File: src/design/dstq_pkg.sv
// Package of the timer queue: field widths, action codes, controller states, command and status structs.
`default_nettype none

package dstq_pkg;

  localparam int unsigned JOB_W = 16;  // job id field width
  localparam int unsigned DL_W  = 63;  // time and deadline field width

  localparam logic ACT_INSERT = 1'b0;
  localparam logic ACT_POLL   = 1'b1;

  typedef enum logic [2:0] {
    S_IDLE,
    S_SUM,
    S_PLACE,
    S_SCAN,
    S_EMIT
  } state_e;

  // controller -> datapath
  typedef struct packed {
    logic load;       // capture the input beat
    logic sum;        // register saturated deadline
    logic place;      // insert into the cell chain (or flag overflow)
    logic scan_step;  // move the head job to the release buffer
    logic out_load;   // load the output register
  } dstq_cmd_t;

  // datapath -> controller
  typedef struct packed {
    logic head_ready;  // head entry exists and is due
    logic rel_any;     // release buffer not empty
    logic rel_last;    // exactly one job left in the release buffer
  } dstq_sts_t;

endpackage

`default_nettype wire

File: src/design/dstq_ctrl.sv
// Controller state machine of the timer queue: sequencing and output valid.
`default_nettype none

module dstq_ctrl
  import dstq_pkg::*;
(
  input  wire logic      clk_i,
  input  wire logic      rst_ni,
  input  wire logic      in_valid_i,
  input  wire logic      in_action_i,
  output logic           in_ready_o,
  output logic           out_valid_o,
  input  wire logic      out_ready_i,
  input  wire dstq_sts_t sts_i,
  output dstq_cmd_t      cmd_o
);

  state_e state_q, state_d;
  logic   out_vld_q, out_vld_d;
  logic   out_free;

  assign out_free = !out_vld_q || out_ready_i;

  always_comb begin
    state_d    = state_q;
    cmd_o      = '0;
    in_ready_o = 1'b0;
    unique case (state_q)
      S_IDLE: begin
        in_ready_o = 1'b1;
        if (in_valid_i) begin
          cmd_o.load = 1'b1;
          state_d    = (in_action_i == ACT_POLL) ? S_SCAN : S_SUM;
        end
      end
      S_SUM: begin
        cmd_o.sum = 1'b1;
        state_d   = S_PLACE;
      end
      S_PLACE: begin
        cmd_o.place = 1'b1;
        state_d     = S_EMIT;
      end
      S_SCAN: begin
        if (sts_i.head_ready) begin
          cmd_o.scan_step = 1'b1;
        end else begin
          state_d = S_EMIT;
        end
      end
      S_EMIT: begin
        if (out_free) begin
          cmd_o.out_load = 1'b1;
          if (!sts_i.rel_any || sts_i.rel_last) begin
            state_d = S_IDLE;
          end
        end
      end
      default: state_d = S_IDLE;
    endcase
  end

  always_comb begin
    out_vld_d = out_vld_q;
    if (cmd_o.out_load) begin
      out_vld_d = 1'b1;
    end else if (out_ready_i) begin
      out_vld_d = 1'b0;
    end
  end

  always_ff @(posedge clk_i or negedge rst_ni) begin
    if (!rst_ni) begin
      state_q   <= S_IDLE;
      out_vld_q <= 1'b0;
    end else begin
      state_q   <= state_d;
      out_vld_q <= out_vld_d;
    end
  end

  assign out_valid_o = out_vld_q;

endmodule

`default_nettype wire

File: src/design/dstq_dpath.sv
// Datapath of the timer queue: sorted cell chain, release buffer, output register.
`default_nettype none

module dstq_dpath
  import dstq_pkg::*;
#(
  parameter int unsigned DEPTH       = 16,
  parameter int unsigned JOB_ID_BITS = 16
) (
  input  wire logic             clk_i,
  input  wire logic             rst_ni,
  input  wire dstq_cmd_t        cmd_i,
  output dstq_sts_t             sts_o,
  input  wire logic [JOB_W-1:0] job_id_i,
  input  wire logic [DL_W-1:0]  delay_i,
  input  wire logic [DL_W-1:0]  now_i,
  output logic [JOB_W-1:0]      ready_job_o,
  output logic                  ready_valid_o,
  output logic                  last_o,
  output logic                  queue_empty_o,
  output logic [DL_W-1:0]       next_deadline_o,
  output logic                  overflow_o
);

  localparam int unsigned JW = (JOB_ID_BITS < JOB_W) ? JOB_ID_BITS : JOB_W;
  localparam int unsigned CW = $clog2(DEPTH + 1);

  // cell chain, entry 0 is the head
  logic [DL_W-1:0] dl_cell_q [DEPTH];
  logic [DL_W-1:0] dl_cell_d [DEPTH];
  logic [JW-1:0]   job_cell_q [DEPTH];
  logic [JW-1:0]   job_cell_d [DEPTH];
  logic [JW-1:0]   rel_q [DEPTH];
  logic [JW-1:0]   rel_d [DEPTH];
  logic [CW-1:0]   cnt_q, cnt_d;
  logic [CW-1:0]   rel_cnt_q, rel_cnt_d;
  logic            ovf_q, ovf_d;

  logic [JW-1:0]   job_in_q;
  logic [DL_W-1:0] delay_q;
  logic [DL_W-1:0] now_q;
  logic [DL_W-1:0] dl_q;
  logic [DL_W:0]   dl_sum;
  logic [DL_W-1:0] dl_sat;
  logic [DEPTH-1:0] le;
  logic            full;

  logic [JOB_W-1:0] out_job_q;
  logic             out_rv_q;
  logic             out_last_q;
  logic             out_empty_q;
  logic [DL_W-1:0]  out_nd_q;
  logic             out_ovf_q;

  assign dl_sum = {1'b0, now_q} + {1'b0, delay_q};
  assign dl_sat = dl_sum[DL_W] ? '1 : dl_sum[DL_W-1:0];
  assign full   = (cnt_q == CW'(DEPTH));

  // entries due no later than the new deadline form a prefix
  always_comb begin
    for (int i = 0; i < DEPTH; i++) begin
      le[i] = (cnt_q > CW'(i)) && (dl_cell_q[i] <= dl_q);
    end
  end

  assign sts_o.head_ready = (cnt_q != '0) && (dl_cell_q[0] <= now_q);
  assign sts_o.rel_any    = (rel_cnt_q != '0);
  assign sts_o.rel_last   = (rel_cnt_q == CW'(1));

  always_comb begin
    dl_cell_d  = dl_cell_q;
    job_cell_d = job_cell_q;
    rel_d      = rel_q;
    cnt_d      = cnt_q;
    rel_cnt_d  = rel_cnt_q;
    ovf_d      = ovf_q;
    if (cmd_i.load) begin
      ovf_d = 1'b0;
    end
    if (cmd_i.place) begin
      if (full) begin
        ovf_d = 1'b1;
      end else begin
        cnt_d = cnt_q + CW'(1);
        if (!le[0]) begin
          dl_cell_d[0]  = dl_q;
          job_cell_d[0] = job_in_q;
        end
        for (int i = 1; i < DEPTH; i++) begin
          if (!le[i]) begin
            if (le[i-1]) begin
              dl_cell_d[i]  = dl_q;
              job_cell_d[i] = job_in_q;
            end else begin
              dl_cell_d[i]  = dl_cell_q[i-1];
              job_cell_d[i] = job_cell_q[i-1];
            end
          end
        end
      end
    end
    if (cmd_i.scan_step) begin
      cnt_d     = cnt_q - CW'(1);
      rel_cnt_d = rel_cnt_q + CW'(1);
      for (int i = 0; i < DEPTH - 1; i++) begin
        dl_cell_d[i]  = dl_cell_q[i+1];
        job_cell_d[i] = job_cell_q[i+1];
      end
      for (int i = 0; i < DEPTH; i++) begin
        if (rel_cnt_q == CW'(i)) begin
          rel_d[i] = job_cell_q[0];
        end
      end
    end
    if (cmd_i.out_load && (rel_cnt_q != '0)) begin
      rel_cnt_d = rel_cnt_q - CW'(1);
      for (int i = 0; i < DEPTH - 1; i++) begin
        rel_d[i] = rel_q[i+1];
      end
    end
  end

  always_ff @(posedge clk_i or negedge rst_ni) begin
    if (!rst_ni) begin
      cnt_q     <= '0;
      rel_cnt_q <= '0;
      ovf_q     <= 1'b0;
    end else begin
      cnt_q     <= cnt_d;
      rel_cnt_q <= rel_cnt_d;
      ovf_q     <= ovf_d;
    end
  end

  always_ff @(posedge clk_i) begin
    dl_cell_q  <= dl_cell_d;
    job_cell_q <= job_cell_d;
    rel_q      <= rel_d;
    if (cmd_i.load) begin
      job_in_q <= job_id_i[JW-1:0];
      delay_q  <= delay_i;
      now_q    <= now_i;
    end
    if (cmd_i.sum) begin
      dl_q <= dl_sat;
    end
    if (cmd_i.out_load) begin
      out_job_q   <= (rel_cnt_q != '0) ? JOB_W'(rel_q[0]) : '0;
      out_rv_q    <= (rel_cnt_q != '0);
      out_last_q  <= (rel_cnt_q == '0) || (rel_cnt_q == CW'(1));
      out_empty_q <= (cnt_q == '0);
      out_nd_q    <= (cnt_q == '0) ? '0 : dl_cell_q[0];
      out_ovf_q   <= ovf_q;
    end
  end

  assign ready_job_o     = out_job_q;
  assign ready_valid_o   = out_rv_q;
  assign last_o          = out_last_q;
  assign queue_empty_o   = out_empty_q;
  assign next_deadline_o = out_nd_q;
  assign overflow_o      = out_ovf_q;

endmodule

`default_nettype wire

File: src/design/deadline_sorted_timer_queue.sv
// Top level of the deadline-sorted timer queue.
// Usage:
//  - Input stream (s_axis_*): one beat per request. tuser is the action
//    (0 insert, 1 poll). An insert stores job_id with deadline now + delay,
//    saturated at 2^63-1, behind every entry with an equal or earlier deadline.
//  - Output stream (m_axis_*): an insert gives one beat (overflow set when the
//    queue held DEPTH jobs and the job was dropped). A poll gives one beat per
//    released job (tuser = ready_valid high), tlast on the final one; a poll
//    that releases nothing gives a single status beat with tlast.
//  - Every beat of a request carries queue_empty and next_deadline as they
//    stand after the whole request.
//  - Sequence: an insert passes the SUM and PLACE states before its beat is
//    loaded in EMIT; a poll scans one head cell per cycle while the head is
//    due, then puts out one beat per cycle while the receiver takes them. The
//    next beat is accepted the cycle after the final result is loaded into the
//    output register.
//  - One request at a time: the cell chain shifts one position per cycle.
//  - Reset empties the queue; entry contents are not cleared.
//  - A stalled receiver holds the output register; a poll with several
//    releases waits in the controller until each beat is taken.
`default_nettype none

module deadline_sorted_timer_queue
  import dstq_pkg::*;
#(
  parameter int unsigned DEPTH       = 16,
  parameter int unsigned JOB_ID_BITS = 16
) (
  input  wire logic         clk_i,
  input  wire logic         rst_ni,
  input  wire logic         s_axis_tvalid,
  output logic              s_axis_tready,
  input  wire logic [143:0] s_axis_tdata,   // job_id[15:0], delay_ns[78:16], now_ns[141:79]
  input  wire logic         s_axis_tuser,   // action
  output logic              m_axis_tvalid,
  input  wire logic         m_axis_tready,
  output logic [87:0]       m_axis_tdata,   // ready_job[15:0], queue_empty[16],
                                            // next_deadline[79:17], overflow[80]
  output logic              m_axis_tuser,   // ready_valid
  output logic              m_axis_tlast    // last
);

  dstq_cmd_t        cmd;
  dstq_sts_t        sts;
  logic [JOB_W-1:0] ready_job;
  logic             ready_valid;
  logic             last;
  logic             queue_empty;
  logic [DL_W-1:0]  next_deadline;
  logic             overflow;

  dstq_ctrl u_ctrl (
    .clk_i       (clk_i),
    .rst_ni      (rst_ni),
    .in_valid_i  (s_axis_tvalid),
    .in_action_i (s_axis_tuser),
    .in_ready_o  (s_axis_tready),
    .out_valid_o (m_axis_tvalid),
    .out_ready_i (m_axis_tready),
    .sts_i       (sts),
    .cmd_o       (cmd)
  );

  dstq_dpath #(
    .DEPTH       (DEPTH),
    .JOB_ID_BITS (JOB_ID_BITS)
  ) u_dpath (
    .clk_i           (clk_i),
    .rst_ni          (rst_ni),
    .cmd_i           (cmd),
    .sts_o           (sts),
    .job_id_i        (s_axis_tdata[15:0]),
    .delay_i         (s_axis_tdata[78:16]),
    .now_i           (s_axis_tdata[141:79]),
    .ready_job_o     (ready_job),
    .ready_valid_o   (ready_valid),
    .last_o          (last),
    .queue_empty_o   (queue_empty),
    .next_deadline_o (next_deadline),
    .overflow_o      (overflow)
  );

  assign m_axis_tdata = {7'd0, overflow, next_deadline, queue_empty, ready_job};
  assign m_axis_tuser = ready_valid;
  assign m_axis_tlast = last;

endmodule

`default_nettype wire

File: config.mk
export PLATFORM = sky130hd
export DESIGN_NAME = deadline_sorted_timer_queue
export DESIGN_NICKNAME = d
export VERILOG_FILES = /design/src/design/dstq_pkg.sv /design/src/design/dstq_ctrl.sv /design/src/design/dstq_dpath.sv /design/src/design/deadline_sorted_timer_queue.sv
export SDC_FILE = /design/constraint.sdc
export NUM_CORES = 2
export LEC_CHECK = 0
export BUFFER_PORTS_ARGS = -buffer_cell sky130_fd_sc_hd__buf_2
export CORE_MARGIN = 2
export CORE_UTILIZATION = 52
export DETAILED_ROUTE_END_ITERATION = 8
export PLACE_DENSITY_LB_ADDON = 0.1
export SLEW_MARGIN = 40
export SYNTH_ARGS = -nofsm -noshare
export SYNTH_HDL_FRONTEND = slang
export SYNTH_SLANG_ARGS = --single-unit
export TNS_END_PERCENT = 10
File: constraint.sdc
create_clock -name clk_i -period 13.3 [get_ports clk_i]
set_input_delay 0 -clock clk_i [delete_from_list [all_inputs] [get_ports clk_i]]
set_output_delay 0 -clock clk_i [all_outputs]
set_load 0.05 [all_outputs]
==> impl_metrics.toml <==
[status]
status = "finished, final reports clean"

[yosys]
synth-seq-area-share = 0.488
syn_avg_cell_area_um2 = 10.7
async_flop_share = 0.00823
ys_types = 81
ys.flop_type = "edfxtp_1"
syn_area_um2 = 112000
synth_edf_count = 1808
yosys_warnings = 0
postSynthCellCount = 10500
ys_ff_latch = 1823

[sta]
rsz0062_at_grt = "false"
holdWs_ns = 0.105
worstMarginPinSlew_ns = 0.967
setup_viol = 0
slew_violations = 0
tns_ns = 0
finalHoldViolations = 0
fmax_ghz = 0.144
finalCritPeriodShare = 0.524
min_period_ns = 6.97
slew_headroom = 0.355
clock_skew_ns = 0.0780

[cts]
ctsHoldBuffers = 290
cts_resized = 0
cts_tree = "yes"
cts.path.max_buffers = 3
cts.sinks = 1823
clk_pin_slew_worst_paths_ns = 0.06
cts-root-buf = "clkbuf_16"
htree_levels = 4
cts-buffers-inserted = 207
cts_setup_buffers = 0
clk_latency_ns = 0.90

[critical_path]
cp.depth = 16
critical-path-slowest-cell = "clkinv_1"
reg2reg_from = "u_dpath.dl_q[7]"
startpoint = "u_dpath.dl_q[7]"
cpPeakStageDelay_ns = 0.82
cp-end-kind = "flop"
arrival_ns = 7.53
path_buf_inv = 5
cp_cell_sequence = "clkinv_1 -> ha_1 -> a21o_1 -> a21o_1 -> a21oi_1 -> o21ai_0 -> o21ai_0 -> a21oi_1 -> o41ai_1 -> nand3_1 -> a21oi_4 -> buf_4 -> buf_4 -> o21bai_4 -> buf_4 -> buf_12"
rrSetupSlack_ns = 6.33
cp-start-kind = "flop"
path_max_fanout = 33
crit_top_cell = "buf_4"
critPathTopFamily = "buffers and inverters"
rr_worst_depth = 16
worstReg2RegEnd = "u_dpath.dl_cell_q[102]"
setup.worst_path.class = "reg -> reg"
cp.required_ns = 13.86
cp-endpoint = "u_dpath.dl_cell_q[102]"

[die]
die_x_um = 468
start_util = 0.523
rows = 170
boundaryPins = 241
core_um2 = 214000
die_h_um = 468
die_area_um2 = 219000

[layout]
area_growth_syn_to_layout_pct = 12.5
final_common_cell = "nand2_1"
final_cell_mix = "1878 x nand2_1, 1808 x edfxtp_1, 1145 x ha_1, 616 x nand3_1, 509 x a21o_1"
stdcell_count = 13700
drive_gt1_frac = 0.0921
nets = 12000

[placement]
gp_congestion = 0.969
io_buffers = 231
dp.cells = 13000
dp_hpwl_um = 263000

[pwr]
power-per-cell-area_nw_per_um2 = 219
ir_worst_vdd_mv = 0.255
p_leak_uw = 0.0505

[hold_path]
hold_path.class = "in -> reg"

[grt]
grt_first_pass_wirelength_um = 562000
grt_overflow = 0
grt_pass1_vias = 87000
grt_use_total = 0.341
grt_max_degree = 170
antenna_found_initial = 13

[job]
maxCapViolations = 0

[detailed_routing]
drtIter0Drc = 11100
drt_pass1_iterations = 6
via_per_inst = 6.58
ant_nets = 0
vias = 90300
drc = 0
wl_um = 384000
wl_per_cell_um = 28.0
==> state kept, by name, indices dropped and copies added, names as in the netlist, 3 cells and up <==
| signal | cells |
|---|---|
| u_ctrl.state_q | 3 |
| u_dpath.cnt_q | 5 |
| u_dpath.delay_q | 63 |
| u_dpath.dl_cell_q | 1008 |
| u_dpath.dl_q | 63 |
| u_dpath.job_cell_q | 256 |
| u_dpath.job_in_q | 16 |
| u_dpath.next_deadline_o | 63 |
| u_dpath.now_q | 63 |
| u_dpath.ready_job_o | 16 |
| u_dpath.rel_cnt_q | 5 |
| u_dpath.rel_q | 256 |
==> worst min-delay path, stage by stage <==
cell and delay [ns]:
dlygate4sd3_1 0.54, buf_2 0.11, a21oi_1 0.05, nor3_1 0.11, or2_2 0.13
==> cells by family after synthesis <==
family / count (synthesis) / synth area share
other: 1 / 0.0000334
AOI/OAI and AO/OA: 2597 / 0.161
adders and majority gates: 1146 / 0.128
xor gates and xnor gates: 61 / 0.00477
DFF: 1823 / 0.488
buffers and inverters: 914 / 0.0335
muxes: 555 / 0.0504
and+or+nand+nor: 3374 / 0.135
==> cells in the mapped netlist (17+ instances only) <==
library cell  instances  share of area
nand2_1            1878          0.063
edfxtp_1           1808           0.48
ha_1               1145           0.13
nand3_1             619          0.028
clkbuf_1            543          0.018
a21o_1              518          0.035
o21ai_0             502          0.022
mux2i_1             476          0.042
o211ai_1            417          0.028
a21oi_1             348          0.016
nand4_1             243          0.014
inv_1               192         0.0064
nor2_1              175         0.0059
o21ai_1             148         0.0066
buf_2               135         0.0060
nor3_1              126         0.0056
nor2b_1             113         0.0063
nor4_1               97         0.0054
a31oi_1              95         0.0053
a22oi_1              79         0.0053
mux2_2               79         0.0079
a221oi_2             78          0.010
o311ai_1             78         0.0061
a32o_1               77         0.0069
a31o_1               64         0.0050
xnor2_1              45         0.0035
and2_1               29         0.0016
o21bai_1             29         0.0019
a211oi_1             21         0.0014
buf_1                18        0.00060
a221oi_1             17         0.0013
a31o_2               17         0.0013
and3_1               17        0.00095
buf_6                17         0.0017
==> worst min-delay path by stage <==
stage,start,to,slack (ns),depth (start not counted)
after detailed placement,rst_ni,u_ctrl.state_q[1],0.004,1
after global routing,m_axis_tready,u_ctrl.out_valid_o,0.08,4
after global placement,rst_ni,u_ctrl.out_valid_o,-0.02,1
final,s_axis_tuser,u_ctrl.state_q[1],0.10,5
after CTS,s_axis_tuser,u_ctrl.state_q[1],0.05,5
after floorplan,rst_ni,u_ctrl.out_valid_o,-0.30,0
==> metrics by stage <==
stage          utilization  setup WS [ns]  total power, uW  cell area, um2
2_1_floorplan            -           4.35            17200          112000
3_3_place_gp         0.540           6.39            21000          116000
3_5_place_dp         0.543           6.67            21500          116000
4_1_cts              0.587           6.65            27400          126000
5_1_grt              0.588           6.20            28900          126000
6_report             0.589           6.33            27700          126000
==> per-layer routing <==
layer / share of wire / vias up / track usage
met1: 0.41 / 44300 / 0.466
met4: 0.042 / 8 / 0.138
met5: 0.00095 / - / 0
met3: 0.11 / 758 / 0.0799
li1: - / 40400 / -
met2: 0.44 / 4807 / 0.523
==> power by group <==
part	total [uW]	switching, uW	internal [uW]
clock	5760	2540	3220
combinational	12100	8150	3960
sequential	9780	1230	8560
total	27700	11900	15700
==> final cells by class <==
class / count / area [um2]
well taps: 2838 / 3550
multi-input cells: 7740 / 54300
diodes: 4 / 10.0
inverters: 192 / 721
repair buffers: 731 / 6150
fillers: 17800 / 88200
clock inverters: 135 / 1380
flip-flops and latches: 1823 / 54700
clock buffers: 249 / 5360
Note: power is estimated with default switching activity, not from simulation.
